<file path="src/rtl/b64e_pkg.sv">
package b64e_pkg;

	localparam int LineCharsDef = 76;
	localparam int CharW = 7;
	localparam int QDepth = 2;
	localparam int QCntW = $clog2(QDepth + 1);
	localparam int QPtrW = (QDepth > 1) ? $clog2(QDepth) : 1;

	localparam logic [CharW-1:0] ChCr = 7'd13;
	localparam logic [CharW-1:0] ChLf = 7'd10;
	localparam logic [CharW-1:0] ChPad = 7'd61;

	localparam logic [1:0] PhStart = 2'd0;
	localparam logic [1:0] PhSecond = 2'd1;
	localparam logic [1:0] PhThird = 2'd2;

	typedef logic [CharW-1:0] char_t;

	// One accepted byte, expanded into the characters it causes.
	typedef struct packed {
		char_t [3:0] chars;
		logic [1:0]  last_idx;
		logic        fin;
	} job_t;

	function automatic char_t b64_sym(input logic [5:0] six);
		char_t res;
		if (six < 6'd26) begin
			res = 7'd65 + {1'b0, six};
		end else if (six < 6'd52) begin
			res = 7'd71 + {1'b0, six};
		end else if (six < 6'd62) begin
			res = {1'b0, six} - 7'd4;
		end else if (six == 6'd62) begin
			res = 7'd43;
		end else begin
			res = 7'd47;
		end
		return res;
	endfunction

endpackage

</file>
<file path="src/rtl/b64e_front.sv">
module b64e_front #(
	parameter int LINE_CHARS = b64e_pkg::LineCharsDef
) (
	input  logic           clk,
	input  logic           arst_n,
	input  logic           in_valid,
	input  logic [7:0]     data_byte,
	input  logic           final_byte,
	input  logic           q_full,
	output logic           push,
	output b64e_pkg::job_t push_job
);
	import b64e_pkg::*;

	localparam logic [6:0] LineLim = 7'(LINE_CHARS);

	logic [1:0] phase_q;
	logic [3:0] held_q;
	logic [6:0] line_q;
	logic [1:0] phase_d;
	logic [3:0] held_d;
	logic [6:0] line_d;
	logic [6:0] line_inc;
	job_t       job;

	assign push = in_valid && !q_full;
	assign line_inc = line_q + 7'd4;

	always_comb begin
		job = '0;
		job.fin = final_byte;
		phase_d = phase_q;
		held_d = held_q;
		line_d = line_q;
		case (phase_q)
			PhSecond: begin
				job.chars[0] = b64_sym({held_q[1:0], data_byte[7:4]});
				if (final_byte) begin
					job.chars[1] = b64_sym({data_byte[3:0], 2'b00});
					job.chars[2] = ChPad;
					job.last_idx = 2'd2;
				end else begin
					job.last_idx = 2'd0;
					held_d = data_byte[3:0];
					phase_d = PhThird;
				end
			end
			PhThird: begin
				job.chars[0] = b64_sym({held_q, data_byte[7:6]});
				job.chars[1] = b64_sym(data_byte[5:0]);
				if (line_inc == LineLim) begin
					job.chars[2] = ChCr;
					job.chars[3] = ChLf;
					job.last_idx = 2'd3;
					line_d = '0;
				end else begin
					job.last_idx = 2'd1;
					line_d = line_inc;
				end
				held_d = '0;
				phase_d = PhStart;
			end
			default: begin
				job.chars[0] = b64_sym(data_byte[7:2]);
				if (final_byte) begin
					job.chars[1] = b64_sym({data_byte[1:0], 4'b0000});
					job.chars[2] = ChPad;
					job.chars[3] = ChPad;
					job.last_idx = 2'd3;
				end else begin
					job.last_idx = 2'd0;
					held_d = {2'b00, data_byte[1:0]};
					phase_d = PhSecond;
				end
			end
		endcase
		if (final_byte) begin
			phase_d = PhStart;
			held_d = '0;
			line_d = '0;
		end
	end

	assign push_job = job;

	always_ff @(posedge clk or negedge arst_n) begin
		if (!arst_n) begin
			phase_q <= PhStart;
			held_q <= '0;
			line_q <= '0;
		end else if (push) begin
			phase_q <= phase_d;
			held_q <= held_d;
			line_q <= line_d;
		end
	end

`ifndef SYNTHESIS
	a_phase_range: assert property (@(posedge clk) disable iff (!arst_n)
		phase_q == PhStart || phase_q == PhSecond || phase_q == PhThird)
		else $error("group phase reached an unused value");
	a_final_clears: assert property (@(posedge clk) disable iff (!arst_n)
		push && final_byte |=> phase_q == PhStart && line_q == '0)
		else $error("state not cleared after the final byte");
`endif

endmodule

</file>
<file path="src/rtl/b64e_fifo.sv">
module b64e_fifo (
	input  logic           clk,
	input  logic           arst_n,
	input  logic           push,
	input  b64e_pkg::job_t push_job,
	output logic           full,
	output logic           head_valid,
	output b64e_pkg::job_t head_job,
	input  logic           pop
);
	import b64e_pkg::*;

	job_t             mem_q [QDepth];
	logic [QPtrW-1:0] wr_q;
	logic [QPtrW-1:0] rd_q;
	logic [QCntW-1:0] cnt_q;

	assign full = cnt_q == QCntW'(QDepth);
	assign head_valid = cnt_q != '0;
	assign head_job = mem_q[rd_q];

	always_ff @(posedge clk) begin
		if (push) begin
			mem_q[wr_q] <= push_job;
		end
	end

	always_ff @(posedge clk or negedge arst_n) begin
		if (!arst_n) begin
			wr_q <= '0;
			rd_q <= '0;
			cnt_q <= '0;
		end else begin
			if (push) begin
				wr_q <= (wr_q == QPtrW'(QDepth - 1)) ? '0 : wr_q + 1'b1;
			end
			if (pop) begin
				rd_q <= (rd_q == QPtrW'(QDepth - 1)) ? '0 : rd_q + 1'b1;
			end
			if (push && !pop) begin
				cnt_q <= cnt_q + 1'b1;
			end else if (pop && !push) begin
				cnt_q <= cnt_q - 1'b1;
			end
		end
	end

`ifndef SYNTHESIS
	a_no_overflow: assert property (@(posedge clk) disable iff (!arst_n)
		!(push && full))
		else $error("queue written while full");
	a_no_underflow: assert property (@(posedge clk) disable iff (!arst_n)
		pop |-> head_valid)
		else $error("queue read while empty");
`endif

endmodule

</file>
<file path="src/rtl/b64e_back.sv">
module b64e_back (
	input  logic                clk,
	input  logic                arst_n,
	input  logic                head_valid,
	input  b64e_pkg::job_t      head_job,
	output logic                pop,
	output logic                out_valid,
	input  logic                out_stall,
	output logic [b64e_pkg::CharW-1:0] out_char,
	output logic                run_last,
	output logic                text_end
);
	import b64e_pkg::*;

	logic [1:0] idx_q;
	logic       load;
	logic       is_last;
	logic       valid_q;
	char_t      char_q;
	logic       run_last_q;
	logic       text_end_q;

	assign load = !valid_q || !out_stall;
	assign is_last = idx_q == head_job.last_idx;
	assign pop = load && head_valid && is_last;

	always_ff @(posedge clk or negedge arst_n) begin
		if (!arst_n) begin
			valid_q <= 1'b0;
			idx_q <= '0;
		end else if (load) begin
			valid_q <= head_valid;
			if (head_valid) begin
				idx_q <= is_last ? 2'd0 : idx_q + 2'd1;
			end
		end
	end

	always_ff @(posedge clk) begin
		if (load && head_valid) begin
			char_q <= head_job.chars[idx_q];
			run_last_q <= is_last;
			text_end_q <= is_last && head_job.fin;
		end
	end

	assign out_valid = valid_q;
	assign out_char = char_q;
	assign run_last = run_last_q;
	assign text_end = text_end_q;

`ifndef SYNTHESIS
	a_idx_bound: assert property (@(posedge clk) disable iff (!arst_n)
		head_valid |-> idx_q <= head_job.last_idx)
		else $error("character index ran past the transaction");
	a_end_is_last: assert property (@(posedge clk) disable iff (!arst_n)
		valid_q && text_end_q |-> run_last_q)
		else $error("text end flagged on a character that is not last");
`endif

endmodule

</file>
<file path="src/rtl/base64_line_wrapped_encoder.sv">
// Streaming Base64 encoder with CR LF line breaks.
// Input channel: one raw byte per transaction on data_byte, with final_byte
// set on the last byte of a message. Output channel: one ASCII character per
// transaction on out_char; run_last marks the last character caused by a byte
// and text_end marks the last character of the message.
// An accepted byte is expanded at once into one to four characters and
// placed in a two-entry queue; the output stage sends one character a cycle
// while out_stall is low. A byte's first character passes from its queue
// entry through the output register before it is presented.
// The queue lets a new byte be accepted while the output stage is still
// sending the characters of earlier ones. Bytes that cause one character
// flow one per cycle while out_stall is low.
// A CR LF pair follows every LINE_CHARS characters of complete groups.
// Reset clears the group position, line count, queue and output register;
// the next byte starts a new message, as does the byte after a final byte.
// While out_stall is high the presented character holds; once the queue
// fills, in_stall rises until a transaction drains.
module base64_line_wrapped_encoder #(
	parameter int LINE_CHARS = b64e_pkg::LineCharsDef
) (
	input  logic       clk,
	input  logic       arst_n,
	input  logic       in_valid,
	output logic       in_stall,
	input  logic [7:0] data_byte,
	input  logic       final_byte,
	output logic       out_valid,
	input  logic       out_stall,
	output logic [b64e_pkg::CharW-1:0] out_char,
	output logic       run_last,
	output logic       text_end
);
	import b64e_pkg::*;

	logic push;
	logic full;
	logic head_valid;
	logic pop;
	job_t push_job;
	job_t head_job;

	assign in_stall = full;

	b64e_front #(
		.LINE_CHARS(LINE_CHARS)
	) u_front (
		.clk(clk),
		.arst_n(arst_n),
		.in_valid(in_valid),
		.data_byte(data_byte),
		.final_byte(final_byte),
		.q_full(full),
		.push(push),
		.push_job(push_job)
	);

	b64e_fifo u_fifo (
		.clk(clk),
		.arst_n(arst_n),
		.push(push),
		.push_job(push_job),
		.full(full),
		.head_valid(head_valid),
		.head_job(head_job),
		.pop(pop)
	);

	b64e_back u_back (
		.clk(clk),
		.arst_n(arst_n),
		.head_valid(head_valid),
		.head_job(head_job),
		.pop(pop),
		.out_valid(out_valid),
		.out_stall(out_stall),
		.out_char(out_char),
		.run_last(run_last),
		.text_end(text_end)
	);

endmodule
</file>
<file path="config.mk">
export PLATFORM = sky130hd
export DESIGN_NAME = base64_line_wrapped_encoder
export DESIGN_NICKNAME = d
export VERILOG_FILES = /design/src/rtl/b64e_pkg.sv /design/src/rtl/b64e_front.sv /design/src/rtl/b64e_fifo.sv /design/src/rtl/b64e_back.sv /design/src/rtl/base64_line_wrapped_encoder.sv
export SDC_FILE = /design/constraint.sdc
export NUM_CORES = 1
export LEC_CHECK = 0
export ABC_AREA = 0
export BUFFER_PORTS_ARGS = -buffer_cell sky130_fd_sc_hd__buf_2
export CAP_MARGIN = 25
export CELL_PAD_IN_SITES_DETAIL_PLACEMENT = 0
export CELL_PAD_IN_SITES_GLOBAL_PLACEMENT = 1
export CORE_MARGIN = 8
export CORE_UTILIZATION = 49
export DETAILED_ROUTE_END_ITERATION = 7
export PLACE_DENSITY_LB_ADDON = 0.15
export SLEW_MARGIN = 20
export SYNTH_ARGS = -nofsm -noshare
export SYNTH_HDL_FRONTEND = slang
export SYNTH_SLANG_ARGS = --single-unit
</file>
<file path="constraint.sdc">
create_clock -name clk -period 2.9 [get_ports clk]
set_input_delay 0.145 -clock clk [delete_from_list [all_inputs] [get_ports clk]]
set_output_delay 0.145 -clock clk [all_outputs]
set_load 0.1 [all_outputs]
</file>
Word-level counts from Yosys, hierarchy flattened
Memories as Yosys holds them, arrays and structs flattened.
Cells that the tools add are included.
W data, S select, Z words.
- register bits: 29
- memory bits (writable): 60
- bits of input ports: 13
- output and inout bits: 11
- logic and storage cells: 127
- memories: 1
- memories (memory ; depth ; width ; read ports ; clocked after Yosys merged registers in ; write ports ; line ; source):
    u_fifo.mem_q ; 2 ; 30 ; 1 ; 0 ; 1 ; b64e_fifo.sv:13 ; job_t mem_q [QDepth];
- add/sub/neg operators: 24
- $lt $le $gt $ge: 19
- equality and inequality tests: 9
- mux-type cells: 46
- reduce and logical (&&, ||, !) cells: 17
- operator list (operator ; count):
    $mux W7 ; 22
    $add A7 B6 Y7 const A ; 12
    $lt A6 B6 Y1 const B ; 12
    $pmux W23 S2 ; 1
    $sub A6 B3 Y7 const B ; 6
    $lt A6 B5 Y1 const B ; 6
    $eq A6 B6 Y1 const B ; 4
    $mux W20 ; 1
    $bmux W7 S2 ; 1
    $mux W2 ; 7
    $mux W13 ; 1
    $mux W3 ; 4
    $pmux W6 S2 ; 1
    $mux W11 ; 1
    $pmux W4 S2 ; 1
    $add A7 B3 Y7 const B ; 1
    $eq A7 B7 Y1 const B ; 1
    $logic_and A1 B1 Y1 ; 6
    $reduce_bool A2 Y1 ; 3
    $logic_not A1 Y1 ; 5
    $add A2 B1 Y2 const B ; 2
    $eq A2 B2 Y1 const B ; 2
    $mux W1 ; 4
    $mux W4 ; 1
    other kinds (8) ; 10

Logic depth before layout (Yosys ltp)
- word-level depth: 7
- gate-level depth with buffers: 10
- gate-level depth less buffers: 9

Cells and area by module
From an unflattened synthesis, not the netlist that was laid out.
- cells, all modules: 537
- area total of the unflattened synthesis: 5878.1 sq um
- modules (own cells, without submodules) (module ; times used ; cells each ; area each (sq um) ; seq. area each (sq um)):
    b64e_front ; 1 ; 389 ; 2666.3 ; 275.3
    b64e_fifo ; 1 ; 113 ; 2580.0 ; 1961.9
    b64e_back ; 1 ; 35 ; 631.9 ; 345.3

Worst setup path before layout
No wires, ideal clock.
- path type: register to register
- start point: register u_fifo.cnt_q[0]
- end point: memory u_fifo.mem_q[0][0] (netlist bit) (enable)
- setup time: 0.399 ns
- data arrival time: 1.825 ns
- data required time: 2.501 ns
- path slack: 0.677 ns
- cell stages (with the launch flop): 5
- path buffers: 1
- clock period less this slack: 2.223 ns
- path through: dfrtp_1 -> nand2b_1 -> nand2_1 -> clkbuf_1 -> nor2_1
- longest elaborated chain between the ends: 5
- ends and longest elaborated chain (item ; line ; source):
    start: declaration ; b64e_fifo.sv:16 ; logic [QCntW-1:0] cnt_q;
    start signal: assignment ; b64e_fifo.sv:41 ; cnt_q <= cnt_q + 1'b1;
    start signal: assignment ; b64e_fifo.sv:43 ; cnt_q <= cnt_q - 1'b1;
    $eq A2 B2 Y1 ; b64e_fifo.sv:18 ; assign full = cnt_q == QCntW'(QDepth);
    $logic_not A1 Y1 ; b64e_front.sv:26 ; assign push = in_valid && !q_full;
    $logic_and A1 B1 Y1 ; b64e_front.sv:26 ;
    $mux W1 ; b64e_fifo.sv:23 ; if (push) begin
    $mux W1 (not written as such) ; b64e_fifo.sv:24 ; mem_q[wr_q] <= push_job;
    end: declaration ; b64e_fifo.sv:13 ;
No other way between the ends.

==> impl_metrics.csv <==
group,metric,value,unit
power_and_ir_drop,power.total,5360,µW
grt,grt_pass1_vias,3665,
placement,hpwl,8.81,mm
floorplanning,initial_core_util,50.4,%
synth,synth_edf_count,51,
floorplanning,die_area,0.0135,mm²
clock_tree,clock-sinks,69,
final_layout,fin_nets,549,
synth,yosys_warnings,0,
grt,grtUsageTotal,18.4,%
route,vias,3963,
grt,antenna_found_initial,0,
final_layout,n_antenna_cell,0,
synth,synth_area,0.00492,mm²
power_and_ir_drop,p_leak,0.00208,µW
synth,ys_ff_latch,69,
run,max_cap_violations,0,
final_layout,drive_gt1_share,17.7,%
sta,finalHoldViolations,0,
floorplanning,pin_count,24,
route,drt_pass1_iterations,5,
grt,grt_max_degree,22,
sta,timing.final.crit_share,82.6,%
sta,max-slew-margin-rel,54.7,%
sta,rsz0062_at_grt,"false",
worst_setup_path,crit_arrival,2570,ps
clock_tree,cts_tree,"done",
floorplanning,core,0.00977,mm²
final_layout,final_area,0.00545,mm²
grt,grt_pass1_wl,19.4,mm
clock_tree,cts.clk_slew.worst_paths,70,ps
floorplanning,dieHeight,116,µm
power_and_ir_drop,power_frac_clock,20.4,%
power_and_ir_drop,switching_share,41.9,%
clock_tree,cts_root_buf,"clkbuf_8",
power_and_ir_drop,combPwrFrac,46.9,%
min_path,min_path_type,"primary input to flop",
sta,worst_slew_pin_slew,680,ps
clock_tree,clock_latency,340,ps
sta,fin_setup_tns,0,ps
power_and_ir_drop,ir_worst_vdd,0.000708,V
worst_setup_path,startpoint_type,"flop",
floorplanning,row_count,36,
power_and_ir_drop,p_sw,2250,µW
route,routed_wl,11.9,mm
route,antenna_left,0,
sta,clock.fmax,0.417,GHz
synth,synth.distinct_cells,81,
status,status,"finished clean",
clock_tree,htreeDepth,3,
placement,dpl_cell_area,0.00514,mm²
placement,gp_congestion,0.926,
synth,synth_fp_nets,529,
route,wl_per_cell,18.4,µm
synth,synthCells,489,
synth,synthArstFlopShare,26.1,%
sta,period_minus_slack,2400,ps
synth,synth-main-ff-cell,"edfxtp_1",
worst_setup_path,cp_max_fo,12,
sta,final_max_slew_viol_count,0,
placement,placement.io_buffers,23,
synth,syn_avg_cell_area,10.1,µm²
synth,seq_area_frac_synth,40.3,%
final_layout,fill_cells,865,
worst_setup_path,crit_required,3070,ps
floorplanning,die_w,116,µm
clock_tree,numCtsBuffers,9,
sta,fin_skew,11.2,ps
sta,setup_viol,0,
worst_setup_path,end_kind,"flop",
route,drc,0,
final_layout,fin_util,55.7,%
clock_tree,clk_path_buf_depth,2,
clock_tree,cts_resized,0,
grt,grt_overflow,0,
worst_setup_path,critical_path_class,"flop to flop",
power_and_ir_drop,p_per_area,983,mW/mm²
route,drt_iter0_drc,312,
power_and_ir_drop,p_int,3110,µW
final_layout,area_growth,10.6,%
power_and_ir_drop,seqPwrFrac,32.8,%
route,via_per_inst,6.13,
[layout by cell type, fill, tap and decap left out, types with 6 or more instances in the layout]
cell and count:
o21ai_0 35, ha_1 27, edfxtp_1 51, mux2i_1 7, a21oi_1 21, a211oi_1 6
nor3_1 17, a21o_1 7, nor2_1 20, nand2_1 43, clkbuf_8 9, nand3_1 7
mux4_2 7, a31oi_1 8, nand3b_1 6, inv_1 21, o31ai_1 8, buf_4 16
xnor2_1 18, nand2b_1 12, dfrtp_1 18, buf_2 23
[stage by stage]
step	setup slack, ps	hold slack, ps	cells
final	504	242	647
after global routing	392	227	647
after CTS	532	222	647
after detailed placement	457	111	629
after global placement	461	106	629
after floorplan	677	-151	489
[sequential cells by signal, indices dropped and copies added, names as in the netlist]
| name | cells |
|---|---|
| u_front.phase_q | 2 |
| u_fifo.rd_q | 1 |
| u_fifo.mem_q | 42 |
| u_front.line_q | 5 |
| u_back.idx_q | 2 |
| u_fifo.cnt_q | 2 |
| u_fifo.wr_q | 1 |
| u_back.out_valid | 1 |
| u_back.text_end | 1 |
| u_back.run_last | 1 |
| u_back.out_char | 7 |
| u_front.held_q | 4 |
[cell usage after synthesis (4+ instances only)]
cell / n / area [µm²]
a211oi_1: 6 / 45.0
a21o_1: 7 / 52.6
a21oi_1: 21 / 105
a221oi_1: 5 / 43.8
a31oi_1: 8 / 50.1
and2_1: 4 / 25.0
buf_2: 16 / 80.1
buf_6: 4 / 45.0
clkbuf_1: 8 / 30.0
dfrtp_1: 18 / 450
edfxtp_1: 51 / 1530
ha_1: 27 / 338
inv_1: 21 / 78.8
inv_2: 4 / 15.0
mux2i_1: 7 / 70.1
mux4_2: 7 / 158
nand2_1: 43 / 161
nand2b_1: 12 / 75.1
nand3_1: 7 / 35.0
nand3b_1: 6 / 45.0
nand4_1: 5 / 31.3
nor2_1: 20 / 75.1
nor2b_1: 5 / 31.3
nor3_1: 17 / 85.1
o211ai_1: 5 / 37.5
o21ai_0: 35 / 175
o21ai_1: 5 / 25.0
o31ai_1: 8 / 60.1
xnor2_1: 18 / 158
[area by class of cell]
| cell class | instances | area [µm²] | share of cell area, % |
|---|---|---|---|
| Sequential cell | 69 | 1980 | 36.4 |
| Clock inverter | 7 | 161 | 2.96 |
| Timing Repair Buffer | 41 | 255 | 4.69 |
| Tap cell | 133 | 166 | 3.05 |
| Inverter | 25 | 93.8 | 1.72 |
| Multi-Input combinational cell | 363 | 2670 | 48.9 |
| Clock buffer | 9 | 124 | 2.27 |
[kinds of logic after synthesis]
| group | Yosys count | share of synthesized area, % |
|---|---|---|
| fa+ha+maj | 27 | 6.86 |
| xor+xnor | 21 | 3.89 |
| mux | 18 | 5.69 |
| buf+inv | 57 | 5.62 |
| flops | 69 | 40.3 |
| compound gates | 150 | 21.6 |
| simple gates | 147 | 16.1 |
[worst max-delay path: stages (launching register included)]
cell      delay [ps]
dfrtp_1          570
ha_1             470
or3b_1           420
a22oi_1          200
o31ai_1          100
a211oi_2         270
a211o_1          210
[power by group through the flow]
stage | clock network (µW) | logic (µW) | registers, µW
finish | 1090 | 2510 | 1760
global route | 1170 | 2710 | 1800
floorplan | 0 | 1500 | 2220
global placement | 0 | 2490 | 1770
detailed placement | 0 | 2510 | 1780
CTS | 1120 | 2520 | 1760
[per-layer routing]
layer	track usage (%)	wire length, µm
met1	24.5	5470
met2	29.4	5610
met3	2.53	585
met4	7.78	246
met5	0	0
[final timing paths]
kind	start	slack (ps)	cells after the start	end
setup / recovery	u_front.held_q[1]$_DFFE_PN0P_	500	6	u_fifo.mem_q[1][7]$_DFFE_PP_
hold / removal	final_byte	240	1	u_fifo.mem_q[1][0]$_DFFE_PP_
setup reg to reg	u_front.held_q[1]$_DFFE_PN0P_	500	6	u_fifo.mem_q[1][7]$_DFFE_PP_
hold reg to reg	u_back.out_valid$_DFFE_PN0P_	490	2	u_back.out_valid$_DFFE_PN0P_
max in group asynchronous	arst_n	2310	2	u_fifo.rd_q$_DFFE_PN0P_
min in group asynchronous	arst_n	280	2	u_front.line_q[5]$_DFFE_PN0P_
[repair_timing]
item                       CTS  global route
setup buffers                0             0
hold endpoints to repair    19             0
setup endpoints to repair    0             0
hold buffers                 2             0
No activity file was read; power rests on OpenSTA's default activity.
